--- src/sv/t2pic_pkg.sv ---
`default_nettype none

package t2pic_pkg;

    localparam int unsigned WORD_W    = 32;
    localparam int unsigned VERDICT_W = 3;

    typedef logic [VERDICT_W-1:0] t_verdict;

    localparam t_verdict V_NONE   = 3'd0;
    localparam t_verdict V_UNPRED = 3'd1;
    localparam t_verdict V_COPY   = 3'd2;
    localparam t_verdict V_PCDEP  = 3'd3;
    localparam t_verdict V_BRANCH = 3'd4;

    localparam logic [15:0] DUAL_MASK = 16'h0120;
    localparam logic [3:0]  REG_SP    = 4'd13;
    localparam logic [3:0]  REG_PC    = 4'd15;
    localparam logic [2:0]  OP_ALL1   = 3'h7;
    localparam logic [2:0]  OP_COPY   = 3'h3;
    localparam logic [WORD_W-1:0] PC_OFFSET = 32'd4;
    localparam logic [WORD_W-1:0] THUMB_BIT = 32'h1;

    typedef struct packed {
        t_verdict          verdict;
        logic [WORD_W-1:0] rewritten_instruction;
        logic [WORD_W-1:0] return_address;
        logic [WORD_W-1:0] saved_pc;
    } t_result;

endpackage

`default_nettype wire

--- src/sv/t2pic_ifs.sv ---
`default_nettype none

interface t2pic_in_if;
    logic                           valid;
    logic                           ready;
    logic [t2pic_pkg::WORD_W-1:0]   instruction;
    logic [t2pic_pkg::WORD_W-1:0]   probe_address;

    modport source (output valid, output instruction, output probe_address, input ready);
    modport sink   (input valid, input instruction, input probe_address, output ready);
endinterface

interface t2pic_out_if;
    logic                           valid;
    logic                           ready;
    t2pic_pkg::t_verdict            verdict;
    logic [t2pic_pkg::WORD_W-1:0]   rewritten_instruction;
    logic [t2pic_pkg::WORD_W-1:0]   return_address;
    logic [t2pic_pkg::WORD_W-1:0]   saved_pc;

    modport source (output valid, output verdict, output rewritten_instruction,
                    output return_address, output saved_pc, input ready);
    modport sink   (input valid, input verdict, input rewritten_instruction,
                    input return_address, input saved_pc, output ready);
endinterface

`default_nettype wire

--- src/sv/t2pic_decode.sv ---
`default_nettype none

module t2pic_decode (
    input  wire logic [t2pic_pkg::WORD_W-1:0] i_instruction,
    input  wire logic [t2pic_pkg::WORD_W-1:0] i_probe_address,
    output t2pic_pkg::t_result                o_result
);

    logic [15:0]                  hw1;
    logic [15:0]                  hw2;
    logic [3:0]                   rn;
    logic [3:0]                   rt;
    logic [3:0]                   rt2;
    logic                         wback;
    logic                         bad_xfer;
    t2pic_pkg::t_verdict          dual_v;
    t2pic_pkg::t_verdict          verdict;
    logic [t2pic_pkg::WORD_W-1:0] pc;

    assign hw1   = i_instruction[15:0];
    assign hw2   = i_instruction[31:16];
    assign rn    = hw1[3:0];
    assign rt    = hw2[15:12];
    assign rt2   = hw2[11:8];
    assign wback = hw1[5];
    assign pc    = i_probe_address + t2pic_pkg::PC_OFFSET;

    assign bad_xfer = (rt == t2pic_pkg::REG_SP) || (rt == t2pic_pkg::REG_PC) ||
                      (rt2 == t2pic_pkg::REG_SP) || (rt2 == t2pic_pkg::REG_PC);

    // load/store dual register checks
    always_comb begin
        if (bad_xfer) begin
            dual_v = t2pic_pkg::V_UNPRED;
        end else if (hw1[4]) begin
            if ((wback && rn == t2pic_pkg::REG_PC) || rt == rt2) begin
                dual_v = t2pic_pkg::V_UNPRED;
            end else if (rn == t2pic_pkg::REG_PC) begin
                dual_v = t2pic_pkg::V_PCDEP;
            end else begin
                dual_v = t2pic_pkg::V_COPY;
            end
        end else if (rn == t2pic_pkg::REG_PC || (wback && (rt == rn || rt2 == rn))) begin
            dual_v = t2pic_pkg::V_UNPRED;
        end else begin
            dual_v = t2pic_pkg::V_COPY;
        end
    end

    always_comb begin
        verdict = t2pic_pkg::V_NONE;
        if (hw1[15:13] == t2pic_pkg::OP_ALL1) begin
            case (hw1[12:11])
                2'b01: begin
                    if (!(hw1[10] || hw1[9] || !hw1[6]) &&
                        ((hw1 & t2pic_pkg::DUAL_MASK) != 16'h0000)) begin
                        verdict = dual_v;
                    end
                end
                2'b10: begin
                    if (hw2[15]) begin
                        if (hw2[14] || hw2[12]) begin
                            verdict = t2pic_pkg::V_BRANCH;
                        end else if (hw1[9:7] == t2pic_pkg::OP_ALL1 && !hw1[10] &&
                                     hw1[6:4] == t2pic_pkg::OP_COPY) begin
                            verdict = t2pic_pkg::V_COPY;
                        end
                    end
                end
                default: verdict = t2pic_pkg::V_NONE;
            endcase
        end
    end

    always_comb begin
        o_result.verdict               = verdict;
        o_result.rewritten_instruction = '0;
        o_result.return_address        = '0;
        o_result.saved_pc              = '0;
        if (verdict == t2pic_pkg::V_COPY) begin
            o_result.rewritten_instruction = i_instruction;
            o_result.return_address        = pc | t2pic_pkg::THUMB_BIT;
        end else if (verdict == t2pic_pkg::V_PCDEP) begin
            // replace the pc base with sp; the trampoline loads sp with the saved pc
            o_result.rewritten_instruction = {i_instruction[31:4], t2pic_pkg::REG_SP};
            o_result.return_address        = pc | t2pic_pkg::THUMB_BIT;
            o_result.saved_pc              = pc;
        end
    end

endmodule

`default_nettype wire

--- src/sv/thumb2_probe_insn_classifier.sv ---
// Each accepted input beat is captured in the input register, then decoded
// into the result register.
// Throughput: one instruction per cycle while the sink is ready, set by the single decode stage.
// A beat is still taken while a result waits, as long as the input register is free.
// Reset (synchronous, active low) empties both stages; payload is not cleared.
`default_nettype none

module thumb2_probe_insn_classifier (
    input  wire logic  i_clk,
    input  wire logic  i_rst_n,
    t2pic_in_if.sink   i_in,
    t2pic_out_if.source o_out
);

    logic                         r_s1_valid;
    logic [t2pic_pkg::WORD_W-1:0] r_insn;
    logic [t2pic_pkg::WORD_W-1:0] r_addr;
    logic                         r_out_valid;
    t2pic_pkg::t_result           r_out;
    t2pic_pkg::t_result           n_out;
    logic                         out_adv;
    logic                         s1_load;

    assign out_adv    = !r_out_valid || o_out.ready;
    assign s1_load    = !r_s1_valid || out_adv;
    assign i_in.ready = s1_load;

    t2pic_decode u_decode (
        .i_instruction   (r_insn),
        .i_probe_address (r_addr),
        .o_result        (n_out)
    );

    always_ff @(posedge i_clk) begin
        if (!i_rst_n) begin
            r_s1_valid  <= 1'b0;
            r_out_valid <= 1'b0;
        end else begin
            if (s1_load) begin
                r_s1_valid <= i_in.valid;
            end
            if (out_adv) begin
                r_out_valid <= r_s1_valid;
            end
        end
    end

    always_ff @(posedge i_clk) begin
        if (s1_load && i_in.valid) begin
            r_insn <= i_in.instruction;
            r_addr <= i_in.probe_address;
        end
        // hold the result while the sink stalls
        if (out_adv && r_s1_valid) begin
            r_out <= n_out;
        end
    end

    assign o_out.valid                 = r_out_valid;
    assign o_out.verdict               = r_out.verdict;
    assign o_out.rewritten_instruction = r_out.rewritten_instruction;
    assign o_out.return_address        = r_out.return_address;
    assign o_out.saved_pc              = r_out.saved_pc;

    a_s1_moves: assert property (@(posedge i_clk) disable iff (!i_rst_n)
        (r_s1_valid && out_adv) |=> r_out_valid)
        else $error("decoded beat lost between stages");

    a_idle_fields: assert property (@(posedge i_clk) disable iff (!i_rst_n)
        (r_out_valid && r_out.verdict != t2pic_pkg::V_COPY &&
         r_out.verdict != t2pic_pkg::V_PCDEP) |->
        (r_out.rewritten_instruction == '0 && r_out.return_address == '0))
        else $error("unused result fields not zero");

    a_saved_pc: assert property (@(posedge i_clk) disable iff (!i_rst_n)
        (r_out_valid && r_out.verdict != t2pic_pkg::V_PCDEP) |-> r_out.saved_pc == '0)
        else $error("saved pc set outside pc-dependent verdict");

    a_pcdep_base: assert property (@(posedge i_clk) disable iff (!i_rst_n)
        (r_out_valid && r_out.verdict == t2pic_pkg::V_PCDEP) |->
        (r_out.rewritten_instruction[3:0] == t2pic_pkg::REG_SP &&
         r_out.return_address == (r_out.saved_pc | t2pic_pkg::THUMB_BIT)))
        else $error("pc-dependent rewrite inconsistent");

    a_thumb_bit: assert property (@(posedge i_clk) disable iff (!i_rst_n)
        (r_out_valid && r_out.verdict == t2pic_pkg::V_COPY) |-> r_out.return_address[0])
        else $error("return address missing thumb bit");

endmodule

`default_nettype wire
--- src/flat_wrapper.sv ---
// flat-port wrapper written by rule: the top's interface ports become plain ports
module thumb2_probe_insn_classifier_flat 
  (i_clk, i_rst_n, i_in_valid, i_in_instruction, i_in_probe_address, i_in_ready, o_out_valid, o_out_verdict, o_out_rewritten_instruction, o_out_return_address, o_out_saved_pc, o_out_ready);
  t2pic_in_if i_in_i ();
  t2pic_out_if o_out_i ();
  input  wire logic i_clk;
  input  wire logic i_rst_n;
  input wire logic [$bits(i_in_i.valid)-1:0] i_in_valid;
  input wire logic [$bits(i_in_i.instruction)-1:0] i_in_instruction;
  input wire logic [$bits(i_in_i.probe_address)-1:0] i_in_probe_address;
  output wire logic [$bits(i_in_i.ready)-1:0] i_in_ready;
  output wire logic [$bits(o_out_i.valid)-1:0] o_out_valid;
  output wire logic [$bits(o_out_i.verdict)-1:0] o_out_verdict;
  output wire logic [$bits(o_out_i.rewritten_instruction)-1:0] o_out_rewritten_instruction;
  output wire logic [$bits(o_out_i.return_address)-1:0] o_out_return_address;
  output wire logic [$bits(o_out_i.saved_pc)-1:0] o_out_saved_pc;
  input wire logic [$bits(o_out_i.ready)-1:0] o_out_ready;
  assign i_in_i.valid = i_in_valid;
  assign i_in_i.instruction = i_in_instruction;
  assign i_in_i.probe_address = i_in_probe_address;
  assign i_in_ready = i_in_i.ready;
  assign o_out_valid = o_out_i.valid;
  assign o_out_verdict = o_out_i.verdict;
  assign o_out_rewritten_instruction = o_out_i.rewritten_instruction;
  assign o_out_return_address = o_out_i.return_address;
  assign o_out_saved_pc = o_out_i.saved_pc;
  assign o_out_i.ready = o_out_ready;
  thumb2_probe_insn_classifier u_core (.i_clk(i_clk), .i_rst_n(i_rst_n), .i_in(i_in_i), .o_out(o_out_i));
endmodule
--- config.mk ---
export PLATFORM = sky130hd
export DESIGN_NAME = thumb2_probe_insn_classifier_flat
export DESIGN_NICKNAME = d
export VERILOG_FILES = /design/src/sv/t2pic_pkg.sv /design/src/sv/t2pic_ifs.sv /design/src/sv/t2pic_decode.sv /design/src/sv/thumb2_probe_insn_classifier.sv /design/src/flat_wrapper.sv
export SDC_FILE = /design/constraint.sdc
export NUM_CORES = 1
export LEC_CHECK = 0
export ABC_AREA = 0
export BUFFER_PORTS_ARGS = -buffer_cell sky130_fd_sc_hd__buf_4
export CORE_UTILIZATION = 55
export CTS_BUF_LIST = sky130_fd_sc_hd__clkbuf_2
export CTS_CLUSTER_SIZE = 25
export DETAILED_ROUTE_END_ITERATION = 12
export HOLD_SLACK_MARGIN = 0.15
export MAX_ROUTING_LAYER = met4
export PLACE_DENSITY = 0.88
export SYNTH_ARGS = -nofsm -noshare
export SYNTH_HDL_FRONTEND = slang
export SYNTH_SLANG_ARGS = --single-unit
--- constraint.sdc ---
create_clock -name i_clk -period 13.63 [get_ports i_clk]
set_input_delay 2.0445 -clock i_clk [delete_from_list [all_inputs] [get_ports i_clk]]
set_output_delay 2.0445 -clock i_clk [all_outputs]
set_load 0.02 [all_outputs]
==> results of run 1 <==
## logic make-up after synthesis
family / synth area share [%]
AND/OR/NAND/NOR: 17.49
XOR/XNOR: 5.138
AO/OA/AOI/OAI: 1.651
adder cells (fa/ha/maj): 0.5505
flip-flops: 72.37
buffers and inverters: 2.752
other: 0.05499
## metal layers
metal / vias up / share of wire (%) / GRT usage, %
met5: - / 0 / -
met4: 0 / 2.1 / 9.123
met1: 2026 / 40 / 26.49
li1: 1963 / - / -
met3: 22 / 6.7 / 6.481
met2: 187 / 51 / 35.75
## cell usage after synthesis (10+ instances only)
master    count
clkbuf_1     10
nor3b_2      10
nor4_1       29
nor2_1       14
nor3_2       28
nand4_1      16
nand3_1      10
xor2_1       22
inv_1        10
nor3b_1      11
edfxtp_1    163
xnor2_1      18
nand2_1      16
## stage by stage
stage | worst slack, ns | util (%) | std cells | hold slack (ns)
floorplan | 6.551 | - | 424 | 0.4768
global placement | 8.871 | 68.00 | 738 | 0.4992
detailed placement | 8.827 | 68.00 | 738 | 0.5339
CTS | 8.831 | 69.69 | 770 | 0.5833
global route | 8.769 | 69.69 | 770 | 0.6036
finish | 8.834 | 69.69 | 770 | 0.5759
## where the power goes
| part | internal, mW | switching [mW] |
|---|---|---|
| clock network | 0.0660 | 0.166 |
| registers | 0.585 | 0.0147 |
| logic | 0.0399 | 0.0518 |
## sequential cells by signal (all words and copies together) (netlist names)
name and flops:
u_core.o_out.return_address 32, u_core.r_s1_valid 1, u_core.o_out.verdict 3, u_core.o_out.valid 1, u_core.o_out.saved_pc 32, u_core.r_insn 32
u_core.o_out.rewritten_instruction 32, u_core.r_addr 32
## final timing paths
| check | from | to | slack, ns |
|---|---|---|---|
| worst max-delay path | o_out_ready | i_in_ready | 8.83 |
| worst min-delay path | u_core.r_s1_valid$_SDFFE_PN0N_ | u_core.o_out.valid$_SDFFE_PN0P_ | 0.58 |
| worst max register to register | u_core.r_insn[11]$_DFFE_PP_ | u_core.o_out.saved_pc[0]$_SDFFCE_PP0P_ | 10.68 |
| worst min register to register | u_core.r_s1_valid$_SDFFE_PN0N_ | u_core.o_out.valid$_SDFFE_PN0P_ | 0.58 |
## critical path: cells and delay by family
kind                   cells  cell delay (ns)
buffers and inverters      2             0.28
AND/OR/NAND/NOR            2             0.43
## final cells by class
class / instances / share of cell area (%)
Sequential cell: 165 / 58.71
Multi-Input combinational cell: 223 / 20.56
Timing Repair Buffer: 172 / 15.36
Tap cell: 168 / 2.501
Clock inverter: 13 / 1.295
Clock buffer: 19 / 1.131
Inverter: 10 / 0.4466
==> flow_metrics.env, run 1 <==
export IMPL_cpMaxStageDelayCell="nor2b_1"
export IMPL_setup_violations_final=0
export IMPL_most_common_layout_cells="buf_4 (172), edfxtp_1 (163), nor4_1 (29)"
export IMPL_max_stage_delay_ns=0.31
export IMPL_power_leakage_nw=2.883
export IMPL_place_hpwl_um=8923
export IMPL_slew_violations=0
export IMPL_ys_seq_area_share_pct=72.37
export IMPL_crit_top_cell="buf_4"
export IMPL_end_kind="primary output"
export IMPL_syn_num_nets=495
export IMPL_die_width_um=113.3
export IMPL_routabilityCongestion=0.8305
export IMPL_initial_utilization_pct=56.54
export IMPL_regArea_um2=4935
export IMPL_path_max_fanout=4
export IMPL_drive_above_1_share_pct=42.03
export IMPL_antenna_cells=0
export IMPL_async_flop_share_pct=0
export IMPL_clkLatencyLatePin_ns=0.75
export IMPL_drc=0
export IMPL_hold_path_class="reg2reg"
export IMPL_postCtsSetupBuffers=0
export IMPL_synth_seq_cells=165
export IMPL_firstDrtPassIters=5
export IMPL_clock_sinks=165
export IMPL_antenna_found_initial=0
export IMPL_peakVddDrop_uv=72.74
export IMPL_grt_pass1_wl_um=20450
export IMPL_synthesis_area_um2=6819
export IMPL_timing_hold_violations_final=0
export IMPL_fin_crit_sh_pct=35.19
export IMPL_power_per_cell_area_nw_per_um2=109.8
export IMPL_skew_ns=0.03143
export IMPL_avgSynthCellArea_um2=16.08
export IMPL_tightest_slew_ns=1.266
export IMPL_cts_htree_levels=4
export IMPL_root_buffer="clkbuf_2"
export IMPL_grt_setup_unrepaired="no"
export IMPL_status="complete, no violations"
export IMPL_area_growth_pct=23.27
export IMPL_place_area_um2=8202
export IMPL_post_cts_resized=0
export IMPL_ys_flop_type="edfxtp_1"
export IMPL_cts_hold_fix_buffers=0
export IMPL_vias_per_cell=5.452
export IMPL_cp_required_ns=11.59
export IMPL_wl_per_cell_um=17.11
export IMPL_drtAntennaViolNets=0
export IMPL_core_area_um2=12060
export IMPL_crit_arrival_ns=2.75
export IMPL_cts_tree="built"
export IMPL_port_buffers=168
export IMPL_crit_type="in2out"
export IMPL_yosysWarnings=0
export IMPL_finalPower_uw=923.1
export IMPL_synth_edf_count=163
export IMPL_fin_nets=660
export IMPL_synth_top_cell_area_share_pct=71.78
export IMPL_synth_area_leaders="edfxtp_1 (72%), nor3_2 (4.1%), xor2_1 (2.8%), nor4_1 (2.7%), xnor2_1 (2.3%)"
export IMPL_track_usage_pct=22.26
export IMPL_io_pins=169
export IMPL_cts_buffers=17
export IMPL_tns_ns=0
export IMPL_rr_worst_depth=8
export IMPL_max_freq_mhz=208.5
export IMPL_die_h_um=113.3
export IMPL_grt_overflow_total=0
export IMPL_fin_crit_ns=4.796
export IMPL_drt_iter0_drc=365
export IMPL_clk_transition_reported_paths_ns=0.19
export IMPL_crit_chain="buf_4 -> nor2b_1 -> nand2_1 -> buf_4"
export IMPL_drv_cap=0
export IMPL_wl_um=13170
export IMPL_final_cell_area_um2=8406
export IMPL_slew_headroom_pct=15.38
export IMPL_netlist_instances=424
export IMPL_synth_cell_types=40
export IMPL_multi_input_area_um2=1728
export IMPL_core_rowCount=40
export IMPL_cts_buffer_depth=2
export IMPL_grt_max_degree=71
export IMPL_num_vias=4198
export IMPL_mostFrequentLayoutCell="buf_4"
export IMPL_synth_top_area_cell="edfxtp_1"
export IMPL_dieArea_um2=12850
export IMPL_start_kind="primary input"
export IMPL_fillers=799
export IMPL_first_global_vias=4071
export IMPL_hold_depth=1
No activity file was read; power rests on OpenSTA's default activity.
==> run 2, diff against run 1 <==
==> constraint.sdc (replaced) <==
create_clock -name i_clk -period 4.8 [get_ports i_clk]
set_input_delay 0.72 -clock i_clk [delete_from_list [all_inputs] [get_ports i_clk]]
set_output_delay 0.72 -clock i_clk [all_outputs]
set_load 0.02 [all_outputs]
==> flow_metrics.env, run 2 (same netlist as run 1, synthesis figures left out) <==
export IMPL_routabilityCongestion=0.8885
export IMPL_core_area_um2=12060
export IMPL_cts_buffers=17
export IMPL_cp_required_ns=5.32
export IMPL_path_max_fanout=52
export IMPL_clock_sinks=165
export IMPL_end_kind="flip-flop"
export IMPL_die_h_um=113.3
export IMPL_first_global_vias=4553
export IMPL_slew_headroom_pct=16.74
export IMPL_grt_max_degree=65
export IMPL_regArea_um2=4935
export IMPL_worst_hold_slack_ns=0.2260
export IMPL_most_common_layout_cells="buf_4 (172), edfxtp_1 (163), dlygate4sd3_1 (65)"
export IMPL_clkLatencyLatePin_ns=0.74
export IMPL_crit_arrival_ns=3.66
export IMPL_num_vias=4483
export IMPL_fillers=723
export IMPL_reg2reg_slack_ns=1.66
export IMPL_p_int_mw=1.996
export IMPL_drt_iter0_drc=367
export IMPL_place_area_um2=8222
export IMPL_tightest_slew_ns=1.246
export IMPL_die_width_um=113.3
export IMPL_multi_input_area_um2=1728
export IMPL_grt_overflow_total=0
export IMPL_core_rowCount=40
export IMPL_fin_crit_ns=3.137
export IMPL_grt_pass1_wl_um=23070
export IMPL_timing_hold_violations_final=0
export IMPL_comb_power_share_pct=11.7
export IMPL_use_met1_pct=28.35
export IMPL_vias_per_cell=5.362
export IMPL_status="complete, no violations"
export IMPL_p_sw_uw=663.5
export IMPL_antenna_found_initial=0
export IMPL_max_freq_mhz=318.8
export IMPL_dieArea_um2=12850
export IMPL_fin_crit_sh_pct=65.36
export IMPL_hold_path_class="in2reg"
export IMPL_power_share_clock_pct=24.3
export IMPL_cts_buffer_depth=2
export IMPL_met2_usage_pct=42.62
export IMPL_port_buffers=168
export IMPL_grt_setup_unrepaired="no"
export IMPL_wl_um=14830
export IMPL_switching_share_pct=24.95
export IMPL_drive_above_1_share_pct=37.87
export IMPL_crit_type="reg2reg"
export IMPL_root_buffer="clkbuf_2"
export IMPL_slew_violations=0
export IMPL_use_met3_pct=4.981
export IMPL_wl_per_cell_um=17.74
export IMPL_setup_violations_final=0
export IMPL_start_kind="flip-flop"
export IMPL_mostFrequentLayoutCell="buf_4"
export IMPL_clk_transition_reported_paths_ns=0.22
export IMPL_firstDrtPassIters=4
export IMPL_initial_utilization_pct=56.54
export IMPL_final_cell_area_um2=9064
export IMPL_post_cts_resized=0
export IMPL_cts_htree_levels=4
export IMPL_drtAntennaViolNets=0
export IMPL_power_per_cell_area_nw_per_um2=293.4
export IMPL_drc=0
export IMPL_track_usage_pct=25.01
export IMPL_skew_ns=0.03232
export IMPL_antenna_cells=0
export IMPL_drv_cap=0
export IMPL_cts_tree="built"
export IMPL_tns_ns=0
export IMPL_seqPwrFrac_pct=64.0
export IMPL_place_hpwl_um=9261
export IMPL_peakVddDrop_uv=189.6
export IMPL_io_pins=169
export IMPL_power_leakage_nw=3.159
export IMPL_postCtsSetupBuffers=0
export IMPL_area_growth_pct=32.92
export IMPL_top_usage_layer="met2"
export IMPL_fin_nets=726
==> run 2: path summary, 6_finish.rpt <==
path                                                     start                                       to  cells past startpoint
worst min register to register  u_core.r_s1_valid$_SDFFE_PN0N_           u_core.r_s1_valid$_SDFFE_PN0N_                      2
worst max-delay path               u_core.r_insn[11]$_DFFE_PP_  u_core.o_out.saved_pc[15]$_SDFFCE_PP0P_                      8
worst min-delay path                                i_in_valid           u_core.r_s1_valid$_SDFFE_PN0N_                      3
worst max register to register     u_core.r_insn[11]$_DFFE_PP_  u_core.o_out.saved_pc[15]$_SDFFCE_PP0P_                      8
==> run 2: layout make-up <==
cell class / count / area share (%)
Timing Repair Buffer: 238 / 21.65
Clock buffer: 21 / 1.160
Inverter: 10 / 0.4141
Tap cell: 168 / 2.319
Sequential cell: 165 / 54.45
Clock inverter: 11 / 0.9525
Multi-Input combinational cell: 223 / 19.06
==> run 2: layer usage <==
layer | vias to the layer above | part of all wire, %
met5 | - | 0
met4 | 0 | 3.2
met3 | 37 | 6.0
met2 | 211 | 53
met1 | 2142 | 38
li1 | 2093 | -
==> run 2: what timing repair did <==
item / CTS / global route
setup endpoints to repair: 0 / 0
hold endpoints to repair: 65 / 0
hold buffers: 65 / 0
==> run 2: critical path, cell delays in order, from the launching register on <==
cell and delay (ns):
edfxtp_1 0.45, inv_1 0.11, ha_1 0.25, nand4b_4 0.21
nor4_4 0.38, nand3_1 0.14, o211a_4 0.48, buf_4 0.40
nor4_1 0.47
==> run 2: power by group through the flow <==
stage	clock (mW)	combinational, mW	sequential [mW]
2_1_floorplan	0	0.0785	1.78
3_3_place_gp	0	0.258	1.73
3_5_place_dp	0	0.266	1.73
4_1_cts	0.658	0.309	1.70
5_1_grt	0.708	0.328	1.71
6_report	0.647	0.311	1.70
==> run 2: through the flow <==
stage | power [mW] | instances | setup WS [ns] | utilization (%)
2_1_floorplan | 1.863 | 424 | 0.9861 | -
3_3_place_gp | 1.988 | 739 | 2.041 | 68.16
3_5_place_dp | 2.000 | 739 | 1.754 | 68.16
4_1_cts | 2.668 | 836 | 1.716 | 75.15
5_1_grt | 2.747 | 836 | 1.461 | 75.15
6_report | 2.659 | 836 | 1.663 | 75.15
